--- src/sv/sprite_quad_vertex_generator_unit_defines.svh ---
// Assertion macros used by the sprite quad vertex generator top module.
`ifndef SPRITE_QUAD_VERTEX_GENERATOR_UNIT_DEFINES_SVH
`define SPRITE_QUAD_VERTEX_GENERATOR_UNIT_DEFINES_SVH
`ifndef ASSERT_OFF
`define SQV_ASSERT_IMPLIES(label, clk, rst, pre, post) \
   label: assert property (@(posedge clk) disable iff (rst) (pre) |-> (post)) \
      else $error("sqv check failed");
`define SQV_ASSERT_NEXT(label, clk, rst, pre, post) \
   label: assert property (@(posedge clk) disable iff (rst) (pre) |=> (post)) \
      else $error("sqv check failed");
`else
`define SQV_ASSERT_IMPLIES(label, clk, rst, pre, post)
`define SQV_ASSERT_NEXT(label, clk, rst, pre, post)
`endif
`endif

--- src/sv/sqv_pkg.sv ---
package sqv_pkg;

   localparam int POS_W    = 20;
   localparam int DIM_W    = 16;
   localparam int SRC_W    = 12;
   localparam int EDGE_W   = 13;
   localparam int ANG_W    = 16;
   localparam int COL_W    = 32;
   localparam int FLG_W    = 16;
   localparam int SLOT_W   = 5;
   localparam int TEX_W    = 17;
   localparam int FRAC_W   = 16;
   localparam int TRIG_W   = 17;
   localparam int PROD_W   = 34;
   localparam int LANES    = 4;
   localparam int DIV_STEPS = 16;
   localparam int PIPE_LAST = DIV_STEPS;

   localparam logic [15:0] SIN_A = 16'd25736;
   localparam logic [15:0] SIN_B = 16'd10512;
   localparam logic [15:0] SIN_C = 16'd1160;
   localparam logic [15:0] ONE_Q14 = 16'd16384;
   localparam logic [TEX_W-1:0] TEX_ONE = 17'h10000;

   localparam logic signed [POS_W+2:0] POS_MAX = 23'sd524287;
   localparam logic signed [POS_W+2:0] POS_MIN = -23'sd524288;

   localparam logic [1:0] QUAD_0 = 2'd0;
   localparam logic [1:0] QUAD_1 = 2'd1;
   localparam logic [1:0] QUAD_2 = 2'd2;
   localparam logic [1:0] QUAD_3 = 2'd3;

   localparam logic ADDR_WIDTH_REG = 1'b0;
   localparam logic ADDR_HEIGHT_REG = 1'b1;

   typedef enum logic [1:0] {
      CORNER_TL = 2'd0,
      CORNER_TR = 2'd1,
      CORNER_BR = 2'd2,
      CORNER_BL = 2'd3
   } corner_type;

   typedef struct packed {
      logic signed [POS_W-1:0] rect_x;
      logic signed [POS_W-1:0] rect_y;
      logic [DIM_W-1:0]        rect_width;
      logic [DIM_W-1:0]        rect_height;
      logic                    rotated;
      logic signed [PROD_W-1:0] wc;
      logic signed [PROD_W-1:0] ws;
      logic signed [PROD_W-1:0] hc;
      logic signed [PROD_W-1:0] hs;
      logic [TEX_W-1:0]        u0;
      logic [TEX_W-1:0]        u1;
      logic [TEX_W-1:0]        v0;
      logic [TEX_W-1:0]        v1;
      logic [COL_W-1:0]        colour;
      logic [FLG_W-1:0]        flags;
      logic [SLOT_W-1:0]       slot;
   } quad_type;

   typedef struct packed {
      logic full;
      logic empty;
   } queue_status_type;

endpackage

--- src/sv/sqv_back.sv ---
module sqv_back (
   input  logic                        clock,
   input  logic                        reset,
   input  sqv_pkg::quad_type           head,
   input  sqv_pkg::queue_status_type   q_status,
   output logic                        pop,
   output logic                        rsp_valid,
   input  logic                        rsp_stall,
   output logic [sqv_pkg::POS_W-1:0]   rsp_pos_x,
   output logic [sqv_pkg::POS_W-1:0]   rsp_pos_y,
   output logic [sqv_pkg::TEX_W-1:0]   rsp_tex_u,
   output logic [sqv_pkg::TEX_W-1:0]   rsp_tex_v,
   output logic [sqv_pkg::COL_W-1:0]   rsp_vertex_colour,
   output logic [sqv_pkg::FLG_W-1:0]   rsp_vertex_flags,
   output logic [sqv_pkg::SLOT_W-1:0]  rsp_vertex_slot,
   output logic [1:0]                  rsp_corner,
   output logic                        rsp_last
);
   import sqv_pkg::*;

   corner_type corner_ff, corner_in;
   logic load;
   logic valid_ff, valid_in;
   logic right, bottom;
   logic signed [POS_W-1:0] pos_x_ff, pos_x_in, pos_y_ff, pos_y_in;
   logic [TEX_W-1:0] tex_u_ff, tex_v_ff;
   logic [COL_W-1:0] colour_ff;
   logic [FLG_W-1:0] flags_ff;
   logic [SLOT_W-1:0] slot_ff;
   corner_type out_corner_ff;

   function automatic logic signed [POS_W-1:0] sat_pos(input logic signed [POS_W+2:0] v);
      if (v > POS_MAX) begin
         return POS_W'(POS_MAX);
      end else if (v < POS_MIN) begin
         return POS_W'(POS_MIN);
      end
      return v[POS_W-1:0];
   endfunction

   assign load   = !q_status.empty && (!valid_ff || !rsp_stall);
   assign pop    = load && corner_ff == CORNER_BL;
   assign right  = corner_ff == CORNER_TR || corner_ff == CORNER_BR;
   assign bottom = corner_ff == CORNER_BR || corner_ff == CORNER_BL;
   assign corner_in = load ? corner_type'(corner_ff + 2'd1) : corner_ff;
   assign valid_in  = load || (valid_ff && rsp_stall);

   always_comb begin
      logic signed [PROD_W+1:0] ox, oy;
      logic signed [POS_W+17:0] sum_x, sum_y;
      logic signed [POS_W+2:0] px, py;
      ox = (right ? 36'(head.wc) : -36'(head.wc)) - (bottom ? 36'(head.hs) : -36'(head.hs));
      oy = (right ? 36'(head.ws) : -36'(head.ws)) + (bottom ? 36'(head.hc) : -36'(head.hc));
      // position to 2^-19 units, add the offset, round half up back to Q16.4
      sum_x = {{3{head.rect_x[POS_W-1]}}, head.rect_x, 15'd0} + 38'(ox) + 38'sd16384;
      sum_y = {{3{head.rect_y[POS_W-1]}}, head.rect_y, 15'd0} + 38'(oy) + 38'sd16384;
      if (head.rotated) begin
         px = sum_x[POS_W+17:15];
         py = sum_y[POS_W+17:15];
      end else begin
         px = 23'(head.rect_x) + (right ? signed'({7'd0, head.rect_width}) : 23'sd0);
         py = 23'(head.rect_y) + (bottom ? signed'({7'd0, head.rect_height}) : 23'sd0);
      end
      pos_x_in = sat_pos(px);
      pos_y_in = sat_pos(py);
   end

   always_ff @(posedge clock) begin
      if (reset) begin
         corner_ff <= CORNER_TL;
         valid_ff  <= 1'b0;
      end else begin
         corner_ff <= corner_in;
         valid_ff  <= valid_in;
      end
      if (load) begin
         pos_x_ff      <= pos_x_in;
         pos_y_ff      <= pos_y_in;
         tex_u_ff      <= right ? head.u1 : head.u0;
         tex_v_ff      <= bottom ? head.v1 : head.v0;
         colour_ff     <= head.colour;
         flags_ff      <= head.flags;
         slot_ff       <= head.slot;
         out_corner_ff <= corner_ff;
      end
   end

   assign rsp_valid         = valid_ff;
   assign rsp_pos_x         = pos_x_ff;
   assign rsp_pos_y         = pos_y_ff;
   assign rsp_tex_u         = tex_u_ff;
   assign rsp_tex_v         = tex_v_ff;
   assign rsp_vertex_colour = colour_ff;
   assign rsp_vertex_flags  = flags_ff;
   assign rsp_vertex_slot   = slot_ff;
   assign rsp_corner        = out_corner_ff;
   assign rsp_last          = out_corner_ff == CORNER_BL;

endmodule

--- config.mk ---
export PLATFORM = sky130hd
export DESIGN_NAME = sqv_back
export DESIGN_NICKNAME = d
export VERILOG_FILES = /design/src/sv/sprite_quad_vertex_generator_unit_defines.svh /design/src/sv/sqv_pkg.sv /design/src/sv/sqv_back.sv
export SDC_FILE = /design/constraint.sdc
export NUM_CORES = 1
export LEC_CHECK = 0
export ABC_CLOCK_PERIOD_IN_PS = 8300
export CAP_MARGIN = 20
export CORE_AREA = 2 2 181 183
export DETAILED_ROUTE_END_ITERATION = 16
export DIE_AREA = 0 0 183 185
export DONT_BUFFER_PORTS = 1
export SLEW_MARGIN = 20
export SYNTH_ARGS = -nofsm -noshare
export SYNTH_HDL_FRONTEND = slang
export SYNTH_SLANG_ARGS = --single-unit
--- constraint.sdc ---
create_clock -name clock -period 8.3 [get_ports clock]
set_input_delay 0.415 -clock clock [delete_from_list [all_inputs] [get_ports clock]]
set_output_delay 0.415 -clock clock [all_outputs]
set_load 0.01 [all_outputs]
Word level (Yosys, flattened, before mapping)

Index checks and enable logic that the tools add are counted.

Bits of input ports: 335
Output and inout bits: 132
Flip-flop bits (word level): 132

Multiplexer cells: 20
Add/subtract/negate cells: 13
Reductions and logical operators: 10
Order comparisons: 4
Eq/ne operators: 4

Operator list:

| cell                                                                               | number |
|---|---|
| 36-bit 2-to-1 mux                                                                  | 4 |
| 34-bit negation with 36-bit output                                                 | 4 |
| 20-bit 2-to-1 mux                                                                  | 6 |
| 37-bit by 16-bit adder with 38-bit output (second input constant)                  | 2 |
| 35-bit by 36-bit adder with 37-bit output                                          | 2 |
| 23-bit by 20-bit greater-than comparator with 1-bit output (second input constant) | 2 |
| 23-bit by 20-bit less-than comparator with 1-bit output (second input constant)    | 2 |
| 23-bit 2-to-1 mux                                                                  | 2 |
| 20-bit by 17-bit adder with 21-bit output                                          | 2 |
| 36-bit adder                                                                       | 1 |
| 36-bit subtractor                                                                  | 1 |
| 17-bit 2-to-1 mux                                                                  | 2 |
| 16-bit 2-to-1 mux                                                                  | 2 |
| 2-bit == test (second input constant)                                              | 3 |
| 1-bit logical OR                                                                   | 4 |
| 1-bit 2-to-1 mux                                                                   | 4 |
| 1-bit logical AND                                                                  | 3 |
| 1-bit zero test                                                                    | 3 |
| 2-bit by 1-bit adder with 2-bit output (second input constant)                     | 1 |
| 2-bit by 1-bit == test with 1-bit output (second input constant)                   | 1 |

Longest topological paths before layout

Depth in word-level cells: 11
Depth in mapped cells: 32

Worst setup path before layout

No wires, ideal clock.

Path kind: input port to output port
Start point: in q_status[0] in the netlist's numbering
End point: out pop
Required time: 7,885 ps
Arrival time: 7,463 ps
Slack: 422 ps
Cell stages on the path: 2
Cells stage by stage: a21oi_1 and2_1

Longest elaborated chain between the ends: 3

RTL lines:

| item               | RTL line       | source |
|---|---|---|
| start: declaration | sqv_back.sv:5  | `input sqv_pkg::queue_status_type q_status,` |
| 1-bit zero test    | sqv_back.sv:41 | `assign load = !q_status.empty && (!valid_ff \|\| !rsp_stall);` |
| 1-bit logical AND  | sqv_back.sv:41 |  |
| 1-bit logical AND  | sqv_back.sv:42 | `assign pop = load && corner_ff == CORNER_BL;` |
| end: declaration   | sqv_back.sv:6  | `output logic pop,` |

Every way passes these cells.

Worst setup path in the final report

Start point: in head[126] in the netlist's numbering
End point: reg pos_x_ff[2], in the netlist rsp_pos_x[2] (data pin)

Longest elaborated chain between the ends: 10
Elaborated cells between the ends (all ways): 12
Those cells by class: add/sub (4); order compare (2); mux (6)

RTL lines:

| item                                                    | RTL line       | source |
|---|---|---|
| start: declaration                                      | sqv_back.sv:4  | `input sqv_pkg::quad_type head,` |
| 34-bit negation with 36-bit output                      | sqv_back.sv:52 | `ox = (right ? 36'(head.wc) : -36'(head.wc)) - (bottom ? 36'(head.hs) : -36'(head.hs));` |
| 36-bit 2-to-1 mux *                                     | sqv_back.sv:52 |  |
| 36-bit subtractor *                                     | sqv_back.sv:52 |  |
| 35-bit by 36-bit adder with 37-bit output *             | sqv_back.sv:55 | `sum_x = {{3{head.rect_x[POS_W-1]}}, head.rect_x, 15'd0} + 38'(ox) + 38'sd16384;` |
| 37-bit by 16-bit adder with 38-bit output *             | sqv_back.sv:55 |  |
| 23-bit 2-to-1 mux *                                     | sqv_back.sv:57 | `if (head.rotated) begin` |
| 23-bit by 20-bit less-than comparator with 1-bit output | sqv_back.sv:35 | `end else if (v < POS_MIN) begin` |
| 1-bit 2-to-1 mux                                        | sqv_back.sv:35 |  |
| 1-bit 2-to-1 mux                                        | sqv_back.sv:33 | `if (v > POS_MAX) begin` |
| 20-bit 2-to-1 mux *                                     | sqv_back.sv:38 | `return v[POS_W-1:0];` |
| named net pos_x_in[2]                                   | sqv_back.sv:25 | `logic signed [POS_W-1:0] pos_x_ff, pos_x_in, pos_y_ff, pos_y_in;` |
| end signal: assignment                                  | sqv_back.sv:77 | `pos_x_ff <= pos_x_in;` |
| end: declaration                                        | sqv_back.sv:25 |  |

The timed path passes the listed nets; every way through them passes the cells marked *.
A chain may end at the register's enable or synchronous reset.

==> impl_results.md <==
* Outcome: complete, no violations
* Worst-margin pin slew at 0.999 ns
* Clock skew at 0.0135 ns
* Total power at 5280 uW
* Startpoint types: input pin
* Clk buf depth at 2
* Final nets at 2,116
* Leak at 0.00604 uW
* Register area share after synthesis at 27.6%
* Die Y at 185 um
* Ports at 467
* Core Area at 32,000 um2
* CP top delay family: compound AO/OA/AOI/OAI gates
* Post-synth EDFFs at 129
* Site row count at 66
* Worst Hold Class: in -> reg
* Vias in the first global route at 11,829
* CTS Sinks at 132
* Max H-tree Level at 4
* PwrDens at 344 nW/um2
* Largest net degree at the start of global routing at 80
* Initial antenna violation count at 4
* Setup repair bufs after CTS at 0
* Tot GR Track Use at 24.4%
* Port Buf Inserts at 0
* Layout area overhead at 7.88%
* Worst vdd ir at 0.000164 V
* Worst Path Class, Setup: in -> reg
* Clock Pin Slew Worst Setup and Hold Paths at 0.07 ns
* CP max stage delay at 0.59 ns
* Worst-path fanout max at 19
* Buf/Inv on CP at 0
* Asr flop ratio synth at 0%
* Gr ovfl total at 0
* DR pass1 iterations at 5
* Setup TNS at 0 ns
* Syn Nets at 2,127
* WP data arrival at 7.69 ns
* Gp weighted congestion at 0.928
* Max Freq at 0.133 GHz
* Vias per cell at 5.94
* First-pass GRT wire length at 64.0 mm
* Vias at 12,201
* Tcrit/Tclk final at 90.7%
* Max-slew violations at 0
* CP Capture Type: flip-flop
* Most common cell on crit path: o21ai_0
* Post-Syn Area at 14,200 um2
* Unrepaired setup endpoints after global routing: false
* Clk Latency, worst-skew pair at 0.45 ns
* Final hold vios at 0
* CTS tree: built
* Library cells used by synthesis at 69
* Drt total wl at 42.0 mm
* # setup viols final at 0
* Clock buffer count from CTS at 17
* Data required, critical path at 8.46 ns
* Ys flop type: edfxtp_1
* Tmin final at 7.53 ns
* Max-cap violations at 0
* Hold-fix buffers, CTS at 0
* Antenna Violating Nets Remaining at 0
* Root Buffer: clkbuf_16
* Gate Count Post-Synth at 1,640
* Register bit total from synthesis at 132
* Final non-filler cell total at 2,053
* DRC viols at 0
* Drt initial violations at 685
* Avg Cell Area, Syn at 8.68 um2
* Slew HR at 33.4%
* Layout cells sized above 1 at 5.18%
* Die Width at 183 um
* Slowest stage cell, crit path: o311a_1
* WL/cell at 20.4 um
* Initial Utilization at 44.4%
* Die ar. at 33,900 um2
* Post_cts resized at 0
* Yosys warning total at 0
* Hpwl dp at 34.8 mm
* Placed cells at 2,018
## flip-flops by register name, indices dropped and copies added, names as in the netlist, 5 cells and up
| register | cells |
|---|---|
| rsp_pos_x | 20 |
| rsp_tex_v | 17 |
| rsp_tex_u | 17 |
| rsp_vertex_colour | 32 |
| rsp_vertex_flags | 16 |
| rsp_pos_y | 20 |
| rsp_vertex_slot | 5 |
## worst paths after layout
check / startpoint / end / slack [ns] / depth (start not counted)
max: head[126] / rsp_pos_x[2] / 0.77 / 26
min reg2reg: corner_ff[0] / rsp_corner[0] / 0.52 / 0
max reg2reg: corner_ff[0] / rsp_pos_x[2] / 0.92 / 26
min: reset / corner_ff[0] / 0.03 / 1
## cells in the final DEF, fill, tap and decap left out, types with 5 or more instances in the layout
| cell | count |
|---|---|
| a211oi_1 | 19 |
| nand4_1 | 14 |
| clkbuf_16 | 17 |
| o2111ai_1 | 5 |
| nor2b_1 | 35 |
| o41ai_1 | 16 |
| inv_8 | 5 |
| nor2_1 | 97 |
| a31oi_1 | 16 |
| a21oi_1 | 140 |
| or4_1 | 14 |
| ha_1 | 147 |
| a21boi_0 | 9 |
| o21ai_0 | 132 |
| xor2_1 | 68 |
| o31ai_1 | 33 |
| o211ai_1 | 9 |
| buf_4 | 14 |
| nand3_1 | 24 |
| xnor2_1 | 163 |
| edfxtp_1 | 129 |
| a21o_1 | 61 |
| o21bai_1 | 15 |
| mux2_2 | 18 |
| nand2_1 | 152 |
| nor4_1 | 15 |
| inv_1 | 44 |
| nor3_1 | 40 |
| nand2b_1 | 24 |
| mux2i_1 | 10 |
| o21a_1 | 16 |
| and4_1 | 7 |
| nand3b_1 | 5 |
| or3_1 | 19 |
| and2_1 | 26 |
| and3_1 | 6 |
| or2_2 | 7 |
## cells by family after synthesis
| kind of cell | Yosys count | share of synthesized area, % |
|---|---|---|
| DFF | 132 | 27.6 |
| and+or+nand+nor | 496 | 17.3 |
| buffers and inverters | 89 | 2.35 |
| xor gates and xnor gates | 231 | 14.2 |
| AOI/OAI and AO/OA | 512 | 22.8 |
| muxes | 28 | 2.13 |
| adders and majority gates | 152 | 13.6 |
## through the flow
step                      util, %  hold WS [ns]  setup WS, ns  instance area (um2)
after floorplan                 -         0.461         0.422                14200
after global placement       45.9         0.489         0.617                14700
after detailed placement     45.9         0.490         0.418                14700
after CTS                    47.9       0.00777         0.887                15400
after global routing         47.9       0.00832         0.311                15400
final                        47.9        0.0267         0.768                15400
## power breakdown
part,internal [uW],leakage [uW],switching [uW]
Clock,463,0.000307,364
Sequential,964,0.00127,132
Combinational,1410,0.00447,1950
## per-layer routing
layer	share of wire [%]	GRT usage (%)	up-vias
li1	-	-	6106
met1	42	29.5	5565
met2	46	40.3	459
met3	8.2	7.22	71
met4	3.9	10.7	0
met5	0	0	-
## layout make-up
class                      count  area (um2)
sequential                   132        3930
clock buffer                  17         425
antenna                        3        7.51
tap                          408         510
inverter                      45         169
multi-input combinational   1419       10000
fill                        3070       16700
clock inverter                15         208
timing repair buffer          14         105
## synthesized netlist by cell type, types with 18 or more instances
cell type / instances / area (um2)
o21ai_0: 132 / 661
edfxtp_1: 129 / 3870
a21o_1: 61 / 458
nor2_1: 98 / 368
xor2_1: 68 / 596
mux2_2: 18 / 203
o31ai_1: 33 / 248
nor3_1: 40 / 200
nand3_1: 24 / 120
ha_1: 148 / 1850
a211oi_1: 19 / 143
inv_1: 44 / 165
or3_1: 19 / 119
xnor2_1: 163 / 1430
nand2b_1: 24 / 150
nor2b_1: 35 / 219
nand2_1: 152 / 571
and2_1: 26 / 163
a21oi_1: 141 / 706
clkbuf_1: 37 / 139
## worst register-to-register path: stages, from the launching register on
cell and delay, ns:
dfxtp_1 0.39, inv_1 0.09, ha_4 0.17, nor2_4 0.64, o41ai_1 0.23, xor2_1 0.20
ha_1 0.36, o21ai_0 0.10, a2111oi_0 0.40, a211oi_1 0.15, a21boi_0 0.26, o21ai_0 0.15
a21boi_0 0.26, o21ai_0 0.20, a21boi_0 0.31, nor4_1 0.09, a311o_1 0.36, ha_1 0.38
nand4_1 0.13, nor3_1 0.23, nand2_1 0.10, or4_1 0.47, a31oi_1 0.26, a21oi_1 0.13
xnor2_1 0.22, o311a_1 0.59, o21ai_0 0.23
Power figures use the tool's default switching activity.
