--- src/sv/sprite_quad_vertex_generator_unit_defines.svh ---
// Assertion macros used by the sprite quad vertex generator top module.
`ifndef SPRITE_QUAD_VERTEX_GENERATOR_UNIT_DEFINES_SVH
`define SPRITE_QUAD_VERTEX_GENERATOR_UNIT_DEFINES_SVH
`ifndef ASSERT_OFF
`define SQV_ASSERT_IMPLIES(label, clk, rst, pre, post) \
   label: assert property (@(posedge clk) disable iff (rst) (pre) |-> (post)) \
      else $error("sqv check failed");
`define SQV_ASSERT_NEXT(label, clk, rst, pre, post) \
   label: assert property (@(posedge clk) disable iff (rst) (pre) |=> (post)) \
      else $error("sqv check failed");
`else
`define SQV_ASSERT_IMPLIES(label, clk, rst, pre, post)
`define SQV_ASSERT_NEXT(label, clk, rst, pre, post)
`endif
`endif

--- src/sv/sqv_pkg.sv ---
package sqv_pkg;

   localparam int POS_W    = 20;
   localparam int DIM_W    = 16;
   localparam int SRC_W    = 12;
   localparam int EDGE_W   = 13;
   localparam int ANG_W    = 16;
   localparam int COL_W    = 32;
   localparam int FLG_W    = 16;
   localparam int SLOT_W   = 5;
   localparam int TEX_W    = 17;
   localparam int FRAC_W   = 16;
   localparam int TRIG_W   = 17;
   localparam int PROD_W   = 34;
   localparam int LANES    = 4;
   localparam int DIV_STEPS = 16;
   localparam int PIPE_LAST = DIV_STEPS;

   localparam logic [15:0] SIN_A = 16'd25736;
   localparam logic [15:0] SIN_B = 16'd10512;
   localparam logic [15:0] SIN_C = 16'd1160;
   localparam logic [15:0] ONE_Q14 = 16'd16384;
   localparam logic [TEX_W-1:0] TEX_ONE = 17'h10000;

   localparam logic signed [POS_W+2:0] POS_MAX = 23'sd524287;
   localparam logic signed [POS_W+2:0] POS_MIN = -23'sd524288;

   localparam logic [1:0] QUAD_0 = 2'd0;
   localparam logic [1:0] QUAD_1 = 2'd1;
   localparam logic [1:0] QUAD_2 = 2'd2;
   localparam logic [1:0] QUAD_3 = 2'd3;

   localparam logic ADDR_WIDTH_REG = 1'b0;
   localparam logic ADDR_HEIGHT_REG = 1'b1;

   typedef enum logic [1:0] {
      CORNER_TL = 2'd0,
      CORNER_TR = 2'd1,
      CORNER_BR = 2'd2,
      CORNER_BL = 2'd3
   } corner_type;

   typedef struct packed {
      logic signed [POS_W-1:0] rect_x;
      logic signed [POS_W-1:0] rect_y;
      logic [DIM_W-1:0]        rect_width;
      logic [DIM_W-1:0]        rect_height;
      logic                    rotated;
      logic signed [PROD_W-1:0] wc;
      logic signed [PROD_W-1:0] ws;
      logic signed [PROD_W-1:0] hc;
      logic signed [PROD_W-1:0] hs;
      logic [TEX_W-1:0]        u0;
      logic [TEX_W-1:0]        u1;
      logic [TEX_W-1:0]        v0;
      logic [TEX_W-1:0]        v1;
      logic [COL_W-1:0]        colour;
      logic [FLG_W-1:0]        flags;
      logic [SLOT_W-1:0]       slot;
   } quad_type;

   typedef struct packed {
      logic full;
      logic empty;
   } queue_status_type;

endpackage

--- src/sv/sqv_queue.sv ---
module sqv_queue (
   input  logic                      clock,
   input  logic                      reset,
   input  logic                      push,
   input  sqv_pkg::quad_type         push_data,
   input  logic                      pop,
   output sqv_pkg::quad_type         head,
   output sqv_pkg::queue_status_type status
);
   import sqv_pkg::*;

   quad_type entry_ff [2];
   logic wr_ptr_ff, wr_ptr_in;
   logic rd_ptr_ff, rd_ptr_in;
   logic [1:0] count_ff, count_in;

   assign wr_ptr_in = push ? !wr_ptr_ff : wr_ptr_ff;
   assign rd_ptr_in = pop ? !rd_ptr_ff : rd_ptr_ff;
   assign count_in  = count_ff + 2'(push) - 2'(pop);

   always_ff @(posedge clock) begin
      if (reset) begin
         wr_ptr_ff <= 1'b0;
         rd_ptr_ff <= 1'b0;
         count_ff  <= '0;
      end else begin
         wr_ptr_ff <= wr_ptr_in;
         rd_ptr_ff <= rd_ptr_in;
         count_ff  <= count_in;
      end
      if (push) begin
         entry_ff[wr_ptr_ff] <= push_data;
      end
   end

   assign head         = entry_ff[rd_ptr_ff];
   assign status.full  = count_ff == 2'd2;
   assign status.empty = count_ff == 2'd0;

endmodule

--- config.mk ---
export PLATFORM = sky130hd
export DESIGN_NAME = sqv_queue
export DESIGN_NICKNAME = d
export VERILOG_FILES = /design/src/sv/sprite_quad_vertex_generator_unit_defines.svh /design/src/sv/sqv_pkg.sv /design/src/sv/sqv_queue.sv
export SDC_FILE = /design/constraint.sdc
export NUM_CORES = 1
export LEC_CHECK = 0
export BUFFER_PORTS_ARGS = -buffer_cell sky130_fd_sc_hd__buf_2
export CAP_MARGIN = 0
export CORE_AREA = 5 5 256 258
export CTS_BUF_LIST = sky130_fd_sc_hd__clkbuf_2
export CTS_CLUSTER_DIAMETER = 40
export DETAILED_ROUTE_END_ITERATION = 7
export DIE_AREA = 0 0 261 263
export GPL_TIMING_DRIVEN = 0
export PLACE_DENSITY = 0.71
export SYNTH_ARGS = -nofsm -noshare
export SYNTH_HDL_FRONTEND = slang
export SYNTH_SLANG_ARGS = --single-unit
--- constraint.sdc ---
create_clock -name clock -period 18.7 [get_ports clock]
set_clock_uncertainty 0.1 [all_clocks]
set_input_delay 0.935 -clock clock [delete_from_list [all_inputs] [get_ports clock]]
set_output_delay 0.935 -clock clock [all_outputs]
set_load 0.01 [all_outputs]
---- Word level (Yosys, flattened, before mapping) ----
Memory sizes are Yosys's and may differ from the RTL's. A register that Yosys moved wholly into a read port is not among the register bits.
Index checks and enable logic that the tools add are counted.
storage, ports and cells
  memory bits (read-only) ................. 0
  word-level logic and storage cells ...... 14
  bits in writable memories ............... 660
  input port bits ......................... 334
  bits in latches ......................... 0
  register bits ........................... 4
  memories ................................ 1
memory list
  name      depth  width  read ports  clocked after memory_dff  write ports  RTL line         text
  entry_ff  2      330    1           1                         1            sqv_queue.sv:12  quad_type entry_ff [2];
cells by class
  magnitude comparators ................... 0
  multiplexer cells ....................... 4
  add/subtract/negate cells ............... 2
  equal/unequal tests ..................... 1
  div/mod/pow operators ................... 0
  multipliers ............................. 0
  shift operators ......................... 0
  reductions and logical operators ........ 3
  bitwise operators ....................... 0
operator list
  cell                                         count
  1-bit 2-to-1 mux                             4
  2-bit by 1-bit adder with 2-bit output       1
  2-bit == test, second input constant         1
  1-bit logical NOT                            2
  2-bit logical NOT                            1
  2-bit by 1-bit subtractor with 2-bit output  1

---- Logic depth before layout (Yosys ltp) ----
Gate-level depths: netlist (run 1).
  depth after elaboration ................. 3
  mapped depth ............................ 6

---- Worst setup path after synthesis (run 1) ----
OpenSTA, ideal clock, no wires.
  kind .................................... input to register
  start ................................... input push
  end ..................................... memory entry_ff[0][0] (netlist name) (enable)
  path slack .............................. 2.421 ns
  stages .................................. 1
  arrival time ............................ 15.111 ns
  buffers on the path ..................... 0
  setup time .............................. 1.068 ns
  cell sequence ........................... nor2b_1
on the way
  word-level cells in the longest chain between the ends .. 2
ends and longest elaborated chain
  what                                    RTL line         text
  from (decl)                             sqv_queue.sv:4   input logic push,
  1-bit 2-to-1 mux                        sqv_queue.sv:31  if (push) begin
  1-bit 2-to-1 mux (not written as such)  sqv_queue.sv:32  entry_ff[wr_ptr_ff] <= push_data;
  to (decl)                               sqv_queue.sv:12
Every way passes these cells.

==> metrics.txt, run 1 <==
status complete, no violations; 1st-iter DRT viols 751; Die Width 261 um; Starting Density 40.7%; P_leak 14.3 nW; worst r2r src wr_ptr_ff; DRC viols 0; Via-to-Cell Ratio 4.60; antenna violation net count after detailed routing 0; post-DR wirelength/cell 20.3 um; Final period util 20.0%; CP arrival 2.70 ns; worst skew pair latency 1.21 ns; maximum VDD drop 0.0795 mV; IO Port Bufs 665; First-pass DRT Iterations 5; # rows 92; Routed Wire Length 64.6 mm; clock-pin slew on the worst setup and hold paths 0.11 ns; pre-CTS WS 15.54 ns; Root Buffer clkbuf_2; Hold Fails Final Rpt 0; largest net degree at the start of global routing 68; Final Setup Violations 0; die span in y 263 um; commonest non-fill, non-tap cell in the layout buf_2; CTS HTree Levels 4; reg2reg end entry_ff[1][315]; endpoint class of the critical path output port; share of layout cells above drive strength 1 55.7%; io pins 666; worst-margin pin slew 0.736 ns; Worst Hold Path EP entry_ff[0][318]; Slew Limit Headroom 50.9%; Synth Net Count 1,384; die area 68,600 um2; vias 14,700; CTS tree done; vias in the first global route 16,500; Reg2Reg Depth 4; post-DP HPWL 43.0 mm; utilization after layout 56.1%; Min Clock Period, post-route 3.74 ns; Hold Startpoint push_data[318]; setup TNS 0 ns; Mapped Avg Cell Area 24.4 um2; All-Layer GR Usage 18.3%; global-route congestion overflow total 0; first-pass GRT wire length 95.6 mm; Hold Path Stages 2; fill count 4,702; Slew Viols, Final 0; Cell Area, Synth 25,600 um2; Syn-to-layout area delta 37.7%; Reg2Reg Setup Slack 16.21 ns; synth warn 0; clock sink count 665; nets 2,568; Clock Path Buffers 3; PwrDens 92.5 nW/um2; WP data required 17.67 ns; hold crit path type in2reg; Synth cell types 14; CP Max Fanout 10; #FFs+latches synth 665; Mapped Cells 1,048; most frequent cells in the layout buf_2, edfxtp_1, dlygate4sd3_1, mux2_4, clkbuf_2; Routability Congestion 0.790; final worst slack 14.96 ns; Core Region 62,700 um2; # resized after CTS 0; TritonCTS Buffers 165; Seq/Total Area, Yosys 77.9%; FMAX 267 MHz; max-cap violations 0; initial antenna violation count 6; RSZ-0062 raised after global routing false; startpoint types flip-flop; crit path kind reg2out
[through the flow]
stage          cell area (um2)  instances  hold WS (ns)  power [mW]
2_1_floorplan            25600       1048         0.380        2.11
3_3_place_gp             30000       2559         0.397        2.31
3_5_place_dp             30400       2577         0.409        2.27
4_1_cts                  35200       3181        0.0176        3.29
5_1_grt                  35200       3185        0.0589        3.41
6_report                 35200       3187         0.312        3.25
[flip-flops by register name, indices dropped and copies added, names as in the netlist, named ones only]
| signal | flops |
|---|---|
| count_ff | 2 |
| entry_ff | 660 |
| rd_ptr_ff | 1 |
| wr_ptr_ff | 1 |
[cell usage after synthesis]
library cell	number	area share, %
edfxtp_1	660	78
mux2_4	300	18
buf_12	33	2.6
mux2_2	30	1.3
dfxtp_1	5	0.39
nor2_1	5	0.073
buf_2	3	0.059
nor2b_1	3	0.073
ha_1	2	0.098
inv_1	2	0.029
xnor2_1	2	0.069
and2_1	1	0.024
buf_6	1	0.044
xnor3_1	1	0.088
[power by group]
| part | internal (mW) | switching (mW) | leakage [nW] |
|---|---|---|---|
| Sequential | 1.74 | 0.0233 | 6.24 |
| Clock | 0.391 | 0.567 | 1.10 |
| Combinational | 0.287 | 0.248 | 6.93 |
| Total | 2.42 | 0.838 | 14.3 |
[timing repair]
action	CTS	global route
hold buffers	334	0
endpoints found under the setup margin	0	0
endpoints found under the hold margin	683	0
buffers inserted	0	0
[critical path, stage by stage (launching register included)]
cell and delay (ns):
dfxtp_1 0.35, buf_6 0.18, buf_2 0.37, mux2_2 0.43, buf_2 0.17
[cell families (layout without fill, tap and decap cells)]
logic type	after synthesis	after routing	share of synthesized area, %
flops	665	665	77.9
mux	330	330	18.9
buf+inv	39	1326	2.72
simple gates	9	9	0.171
xor+xnor	3	3	0.157
fa+ha+maj	2	2	0.0979
other cells	0	6	0
[per-layer routing]
layer | GRT usage (%) | routed length [um] | up-vias
met1 | 19.1 | 22700 | 7192
met4 | 8.86 | 2660 | 2
met3 | 6.37 | 5130 | 147
met5 | 0 | 7 | -
li1 | - | - | 6670
met2 | 32.6 | 34100 | 657
[layout make-up]
cell class / instances / area, um2 / share of cell area (%)
Clock inverter: 36 / 279 / 0.793
Antenna cell: 6 / 15.0 / 0.0427
Inverter: 2 / 7.51 / 0.0213
Timing Repair Buffer: 1017 / 7090 / 20.2
Buffer: 37 / 687 / 1.95
Multi-Input combinational cell: 344 / 4960 / 14.1
Tap cell: 846 / 1060 / 3.01
Clock buffer: 234 / 1170 / 3.33
Sequential cell: 665 / 19900 / 56.6
[how the worst max path moves through the flow]
| stage | slack [ns] | end | depth (start not counted) | from |
|---|---|---|---|---|
| 2_1_floorplan | 2.42 | entry_ff[0][0] | 1 | push |
| 3_3_place_gp | -5.59 | entry_ff[0][322] | 2 | push |
| 3_5_place_dp | 15.54 | entry_ff[0][251] | 6 | push |
| 4_1_cts | 14.64 | head[6] | 4 | flip-flop |
| 5_1_grt | 14.69 | head[9] | 4 | flip-flop |
| 6_report | 14.96 | head[6] | 4 | flip-flop |
No activity file was read; power rests on OpenSTA's default activity.
==> run 2: changes to the inputs <==
--- a/config.mk
+++ b/config.mk
@@ -13,7 +13,7 @@
 export DETAILED_ROUTE_END_ITERATION = 7
 export DIE_AREA = 0 0 261 263
 export GPL_TIMING_DRIVEN = 0
-export PLACE_DENSITY = 0.71
+export PLACE_DENSITY = 0.74
 export SYNTH_ARGS = -nofsm -noshare
 export SYNTH_HDL_FRONTEND = slang
 export SYNTH_SLANG_ARGS = --single-unit
==> constraint.sdc (replaced) <==
create_clock -name clock -period 3.18 [get_ports clock]
set_clock_uncertainty 0.1 [all_clocks]
set_input_delay 0.159 -clock clock [delete_from_list [all_inputs] [get_ports clock]]
set_output_delay 0.159 -clock clock [all_outputs]
set_load 0.01 [all_outputs]
==> run 2 against run 1 <==
Net effect:
- the run now fails in clock tree synthesis (4_1_cts)
- synthesized cell count stayed put
- synthesized area stayed put
==> metrics.txt, run 2 <==
# resized after CTS 6 (+6); Cell Area, Synth 25,600 um2 (unchanged); Synth cell types 14 (unchanged); Synth area leaders edfxtp_1, mux2_4, buf_12; Synth Net Count 1,384 (unchanged); post-DP HPWL 43.5 mm (+1.2%); synth warn 0 (unchanged); #FFs+latches synth 665 (unchanged); First Err [ERROR RSZ-0060] Max buffer count reached.; io pins 666 (unchanged); pre-CTS WS 0.491 ns (-15.04 ns); Routability Congestion 0.816 (+3.2%); clock sink count 665 (unchanged); Synth area leader edfxtp_1; Seq/Total Area, Yosys 77.9% (unchanged); TritonCTS Buffers 166 (+0.61%); Clock Path Buffers 3 (unchanged); status aborted with a tool error; count leader, synth edfxtp_1; Die Width 261 um (unchanged); Mapped Avg Cell Area 24.4 um2 (unchanged); Synth top area share 77.5% (unchanged); CTS HTree Levels 4 (unchanged); Last stage clock tree synthesis (4_1_cts); Mapped Cells 1,048 (unchanged); die span in y 263 um (unchanged); # rows 92 (unchanged); Starting Density 40.7% (unchanged); EDFF count, synth 660 (unchanged); Synth Flop Type edfxtp_1; # hold bufs at CTS 569 (+70%); Root Buffer clkbuf_2; IO Port Bufs 665 (unchanged); asr flop ratio synth 0% (unchanged); Synth top cells by count edfxtp_1, mux2_4, buf_12, mux2_2; Setup Fix Bufs, Post-CTS 0 (unchanged)
[run 2: cells by family after synthesis]
logic type	synth area share, %
DFF	77.9
buffers and inverters	2.72
and+or+nand+nor	0.171
adders and majority gates	0.0979
xor gates and xnor gates	0.157
muxes	18.9
[run 2: per-stage QoR]
stage	cells	setup TNS (ns)	util, %	cell area (um2)
after detailed placement	2575	0	48.3	30300
after global placement	2559	-2924.71	47.8	30000
after floorplan	1048	-1425.19	-	25600
==> run 3: changes to the inputs <==
--- a/config.mk
+++ b/config.mk
@@ -7,13 +7,11 @@
 export LEC_CHECK = 0
 export BUFFER_PORTS_ARGS = -buffer_cell sky130_fd_sc_hd__buf_2
 export CAP_MARGIN = 0
-export CORE_AREA = 5 5 256 258
-export CTS_BUF_LIST = sky130_fd_sc_hd__clkbuf_2
-export CTS_CLUSTER_DIAMETER = 40
+export CORE_MARGIN = 5
+export CORE_UTILIZATION = 40
 export DETAILED_ROUTE_END_ITERATION = 7
-export DIE_AREA = 0 0 261 263
 export GPL_TIMING_DRIVEN = 0
-export PLACE_DENSITY = 0.74
+export PLACE_DENSITY_LB_ADDON = 0.15
 export SYNTH_ARGS = -nofsm -noshare
 export SYNTH_HDL_FRONTEND = slang
 export SYNTH_SLANG_ARGS = --single-unit
==> constraint.sdc (replaced) <==
create_clock -name clock -period 4.13 [get_ports clock]
set_clock_uncertainty 0.1 [all_clocks]
set_input_delay 0.2065 -clock clock [delete_from_list [all_inputs] [get_ports clock]]
set_output_delay 0.2065 -clock clock [all_outputs]
set_load 0.01 [all_outputs]
==> run 3 against run 2 <==
Net effect:
- the run now ends clean
==> metrics.txt, run 3 (synthesis results as in run 1) <==
status complete, no violations; hold crit path type in2reg; CTS tree done; reg2reg end entry_ff[0][186]; # rows 92 (unchanged); Final Setup Violations 0; CTS HTree Levels 3 (-1); largest net degree at the start of global routing 63; crit path kind reg2out; Setup Fix Bufs, Post-CTS 0 (unchanged); Final period util 55.0%; internal power 12.6 mW; WP data required 3.82 ns; dpl cell area 30,400 um2 (+0.30%); Starting Density 40.5% (-0.30 points); CP most frequent cell buf_2; clock-pin slew on the worst setup and hold paths 0.06 ns; die area 69,100 um2; max-cap violations 0; final worst slack 1.86 ns; share of layout cells above drive strength 1 52.3%; All-Layer GR Usage 17.9%; final cell count without fillers 3,044; IO Port Bufs 665 (unchanged); Routability Congestion 0.773 (-5.3%); clock network fraction of total power 36.4%; post-DP HPWL 46.0 mm (+5.8%); Syn-to-layout area delta 40.7%; post-DR wirelength/cell 21.1 um; global-route congestion overflow total 0; Worst Hold Path EP entry_ff[0][71]; Via-to-Cell Ratio 4.59; startpoint types flip-flop; first-pass GRT wire length 94.4 mm; setup TNS 0 ns; most frequent cells in the layout buf_2, edfxtp_1, dlygate4sd3_1, mux2_4, clkbuf_16; RSZ-0062 raised after global routing false; Root Buffer clkbuf_16; Largest register FFs 660; P_leak 14.2 nW; worst r2r src wr_ptr_ff; CP arrival 1.96 ns; part of the power in registers 48.7%; DRC viols 0; Routed Wire Length 64.1 mm; cells along the critical path buf_6, buf_2, mux2_2, buf_2; endpoint class of the critical path output port; Slew Limit Headroom 57.4%; CP max stage delay 0.41 ns; worst-margin pin slew 0.637 ns; Biggest register entry_ff; antenna violation net count after detailed routing 0; io pins 666 (unchanged); Core Region 63,200 um2; pre-CTS WS 1.82 ns (+1.33 ns); nets 2,477; biggest regs entry_ff (660), count_ff (2); vias 14,000; Clock Path Buffers 3 (unchanged); fill count 4,914; Hold Startpoint push_data[71]; PwrDens 455 nW/um2; Die Width 263 um (+0.69%); First-pass DRT Iterations 5; Slew Viols, Final 0; NetSw 3.73 mW; Post-Layout Inst Area 36,000 um2; FMAX 440 MHz; vias in the first global route 15,100; 1st-iter DRT viols 721; Sw Ratio 22.8%; worst skew pair latency 0.59 ns; maximum VDD drop 0.376 mV; CP Max Fanout 10; Reg2Reg Setup Slack 1.91 ns; TritonCTS Buffers 73 (-56%); Min Clock Period, post-route 2.27 ns; Hold Path Stages 2; clock sink count 665 (unchanged); commonest non-fill, non-tap cell in the layout buf_2; die span in y 263 um (about the same); Cells after DPL 2,578 (+0.12%); initial antenna violation count 9; Crit-path slowest cell mux2_2; Hold Fails Final Rpt 0; Reg2Reg Depth 5; Gate power share 14.9%
## run 3: worst max path at each step
stage	startpoint	endpoint	slack, ns	cells after the start
after floorplan	wr_ptr_ff	entry_ff[0][0]	-1.59	1
after global placement	push	entry_ff[0][186]	-4.89	2
after detailed placement	push	entry_ff[0][186]	1.82	6
after CTS	flip-flop	head[151]	1.77	5
after global routing	flip-flop	head[10]	1.74	4
final	flip-flop	head[10]	1.86	4
## run 3: per-layer routing
metal,vias up,wire length (um),global-route usage (%)
li1,6413,-,-
met2,447,34200,32.5
met1,7012,23300,19.9
met5,-,13,0
met4,2,2130,6.18
met3,109,4440,5.89
## run 3: what timing repair did
action                                 4_1_cts  5_1_grt
endpoints found under the hold margin      665        0
hold buffers                               334        0
resized for setup                            0        0
## run 3: critical path: cells and delay by family (launching register included)
family | cells | cell delay [ns]
flip-flops | 1 | 0.32
buffers and inverters | 3 | 0.63
multiplexers | 1 | 0.41
## run 3: metrics by stage
| step | utilization, % | power (mW) | hold slack, ns |
|---|---|---|---|
| final | 56.9 | 16.4 | 0.230 |
| after global routing | 56.9 | 17.1 | 0.194 |
| after CTS | 56.9 | 16.6 | 0.181 |
| after detailed placement | 48.1 | 10.3 | 0.298 |
| after global placement | 47.4 | 10.3 | 0.293 |
| after floorplan | - | 9.42 | 0.171 |
## run 3: power groups by stage
stage | Clock, mW | Sequential (mW) | Combinational [mW]
finish | 5.96 | 7.98 | 2.43
global route | 6.47 | 8.01 | 2.58
detailed placement | 0 | 8.12 | 2.20
CTS | 6.16 | 7.98 | 2.49
floorplan | 0 | 8.16 | 1.26
global placement | 0 | 8.22 | 2.10
## run 3: layout make-up
cell class	instances	area, um2	share of cell area, %
Buffer	37	687	1.91
Timing Repair Buffer	1018	7120	19.8
Multi-Input combinational cell	344	4960	13.8
Sequential cell	665	19900	55.4
Clock buffer	93	1940	5.41
Clock inverter	31	239	0.665
Antenna cell	8	20.0	0.0557
Tap cell	846	1060	2.94
Inverter	2	7.51	0.0209
==> run 4: changes to the inputs <==
--- a/config.mk
+++ b/config.mk
@@ -5,6 +5,7 @@
 export SDC_FILE = /design/constraint.sdc
 export NUM_CORES = 1
 export LEC_CHECK = 0
+export ABC_AREA = 1
 export BUFFER_PORTS_ARGS = -buffer_cell sky130_fd_sc_hd__buf_2
 export CAP_MARGIN = 0
 export CORE_MARGIN = 5
==> constraint.sdc (replaced) <==
create_clock -name clock -period 1.9 [get_ports clock]
set_clock_uncertainty 0.1 [all_clocks]
set_input_delay 0.095 -clock clock [delete_from_list [all_inputs] [get_ports clock]]
set_output_delay 0.095 -clock clock [all_outputs]
set_load 0.01 [all_outputs]
==> run 4 against run 3 <==
Net effect:
- the flow now finishes with violations (negative setup slack)
- die area about the same
- utilization increased by 2.9 points
- sequential share of layout area down 2.6 points
- flip-flop and latch count stayed put
- global-route usage increased by 0.56 points
- synthesized cell count increased by 0.95%
- largest power group unchanged
==> metrics.txt, run 4 <==
Synth area leaders edfxtp_1, mux2_4, buf_12; DRC viols 0 (unchanged); startpoint types flip-flop; utilization after layout 59.8% (+2.9 points); post-DR wirelength/cell 22.0 um (+4.3%); synth warn 0 (unchanged); clock-pin slew on the worst setup and hold paths 0.06 ns (about the same); RSZ-0062 raised after global routing true; vias in the first global route 15,200 (+1.2%); setup TNS -56.01 ns (-56.01 ns); multi-input gate area in the final layout 5020 um2 (+1.2%); worst-margin pin slew 0.582 ns (-0.0557 ns); Core Region 63,200 um2 (unchanged); Post-Synth XOR/XNOR Area 0.0342% (-0.12 points); die span in y 263 um (about the same); Synth area leader edfxtp_1; CP max stage delay 0.37 ns (-0.04 ns); count leader, synth edfxtp_1; Worst Hold Path EP entry_ff[1][99]; Hold Fails Final Rpt 0 (unchanged); adder-cell area share of the yosys netlist 0.0979% (about the same); final worst slack -0.206 ns (-2.07 ns); Final period util 111%; P_leak 15.1 nW (+5.8%); Final Setup Violations 330 (+330); # rows 92 (unchanged); status complete, but fails checks; #FFs+latches synth 665 (unchanged); Root Buffer clkbuf_16; CTS tree done; TritonCTS Buffers 73 (unchanged); post-DP HPWL 46.6 mm (+1.2%); Synth top cells by count edfxtp_1, mux2_4, buf_12, mux2_2; All-Layer GR Usage 18.5% (+0.56 points); Synth Net Count 1,394 (+0.72%); most frequent cells in the layout edfxtp_1, buf_2, dlygate4sd3_1, mux2_4, buf_6; fill count 4,714 (-4.1%); CP arrival 1.91 ns (-0.05 ns); antenna violation net count after detailed routing 0 (unchanged); Via-to-Cell Ratio 4.59 (-0.10%); clock sink count 665 (unchanged); Hold Path Stages 2 (unchanged); 1st-iter DRT viols 692 (-4.0%); max-cap violations 0 (unchanged); crit path kind reg2out; Cells after DPL 2,591 (+0.50%); Seq/Total Area, Yosys 77.9% (about the same); WP data required 1.70 ns (-2.12 ns); first-pass GRT wire length 96.5 mm (+2.2%); First-pass DRT Iterations 5 (unchanged); Min Clock Period, post-route 2.11 ns; CTS HTree Levels 3 (unchanged); reg2reg end entry_ff[1][47]; commonest non-fill, non-tap cell in the layout edfxtp_1; Slew Viols, Final 0 (unchanged); Cell Area, Synth 25,600 um2 (about the same); endpoint class of the critical path output port; failing checks negative setup slack; Starting Density 40.5% (about the same); Reg2Reg Depth 8 (+3); worst r2r src wr_ptr_ff; Largest register FFs 660 (unchanged); Synth top area share 77.5% (about the same); Mapped Cells 1,058 (+0.95%); Slew Limit Headroom 61.0% (+3.6 points); Synth Area in Compound Gates 0.0196% (+0.020 points); Reg2Reg Setup Slack 0.04 ns (-1.87 ns); share of layout cells above drive strength 1 53.3% (+1.0 points); Synth cell types 15 (+1); biggest regs entry_ff (660), count_ff (2); hold crit path type in2reg; die area 69,100 um2 (about the same); Die Width 263 um (about the same); EDFF count, synth 660 (unchanged); Routability Congestion 0.815 (+5.4%); Reg area 19,900 um2 (about the same); Simple-Gate Fraction of Synth Area 0.215% (+0.044 points); Synth Flop Type edfxtp_1; global-route congestion overflow total 0 (unchanged); maximum VDD drop 0.737 mV (+96%); CP Max Fanout 10 (unchanged); initial antenna violation count 3 (-6); worst skew pair latency 0.58 ns (about the same); vias 14,200 (+1.5%); PwrDens 982 nW/um2 (+120%); IO Port Bufs 665 (unchanged); cells along the critical path clkbuf_16, buf_16, buf_12, mux2_4, buf_2; Clock Path Buffers 3 (unchanged); asr flop ratio synth 0% (unchanged); Routed Wire Length 67.9 mm (+6.0%); Biggest register entry_ff; largest net degree at the start of global routing 38 (-40%); FMAX 475 MHz; final cell count without fillers 3,092 (+1.6%); largest family of logic cells by synthesized area multiplexers; multiplexer area fraction after synthesis 18.9% (about the same); Mapped Avg Cell Area 24.2 um2 (-0.92%); io pins 666 (unchanged); nets 2,524 (+1.9%); Crit-path slowest cell dfxtp_4; Syn-to-layout area delta 47.7%; Hold Startpoint push_data[99]
-- run 4: cell count changes in the layout (fill, tap and decap cells not counted), sizes merged, moves of 3 or more --
cell,before,now
clkbuf,93,104
bufinv,2,9
bufbuf,0,9
buf,721,738
nor2,5,8
nand2,0,4
diode,8,2
inv,5,9
nor2b,3,0
clkinvlp,1,4
-- run 4: cells by family (layout without fill, tap and decap cells) --
kind of cell,after synthesis,in the layout
mux,330,330
simple gates,14,14
other cells,0,2
fa+ha+maj,2,2
flops,665,665
xor+xnor,1,1
buf+inv,45,1231
compound gates,1,1
-- run 4: critical path: cells and delay by family (launching register included) --
family / cells / cell delay (ns)
buffers and inverters: 4 / 0.64
muxes: 1 / 0.31
DFF: 1 / 0.37
-- run 4: cell type report --
type                       instances  share of cell area, %
antenna                            2                 0.0133
multi-input combinational        348                   13.3
buffer                            35                   1.91
sequential                       665                   52.8
inverter                           8                 0.0894
clock inverter                    37                   1.22
tap                              846                   2.80
clock buffer                      94                   5.21
timing repair buffer            1056                   22.7
timing repair inverter             1                 0.0133
-- run 4: worst max path at each step --
stage | slack, ns | cells past startpoint | startpoint | end
6_report | -0.21 | 5 | flip-flop | head[197]
5_1_grt | -0.28 | 5 | flip-flop | head[194]
4_1_cts | -0.28 | 5 | flip-flop | head[110]
3_5_place_dp | -0.92 | 7 | wr_ptr_ff | entry_ff[1][297]
3_3_place_gp | -7.30 | 2 | wr_ptr_ff | entry_ff[1][298]
2_1_floorplan | -3.95 | 2 | wr_ptr_ff | entry_ff[1][0]
-- run 4: power by group --
part           total, mW  switching, mW  internal, mW
sequential          17.2          0.183          17.0
combinational       5.71           2.47          3.24
clock               14.2           5.61          8.59
total               37.1           8.26          28.8
-- run 4: per-layer routing --
| layer | vias to the layer above | wire [um] | track usage [%] |
|---|---|---|---|
| li1 | 6526 | - | - |
| met1 | 7038 | 24500 | 20.4 |
| met2 | 497 | 35900 | 33.4 |
| met3 | 124 | 5040 | 5.97 |
| met4 | 4 | 2400 | 6.96 |
| met5 | - | 25 | 0 |
-- run 4: stage by stage --
| stage | cell area, um2 | power (mW) | hold slack (ns) | setup slack (ns) |
|---|---|---|---|---|
| 3_5_place_dp | 30400 | 22.0 | 0.186 | -0.918 |
| 3_3_place_gp | 30000 | 22.0 | 0.182 | -7.30 |
| 2_1_floorplan | 25600 | 20.2 | 0.0662 | -3.95 |
| 4_1_cts | 37000 | 37.3 | 0.0590 | -0.283 |
| 5_1_grt | 37800 | 38.5 | 0.0931 | -0.276 |
| 6_report | 37800 | 37.1 | 0.118 | -0.206 |
-- run 4: what timing repair did --
action	CTS	global route
endpoints found under the setup margin	696	439
buffers inserted	14	3
gates resized for setup	90	145
endpoints found under the hold margin	683	6
hold buffers	334	1
cloned	11	10
pin swaps	2	1
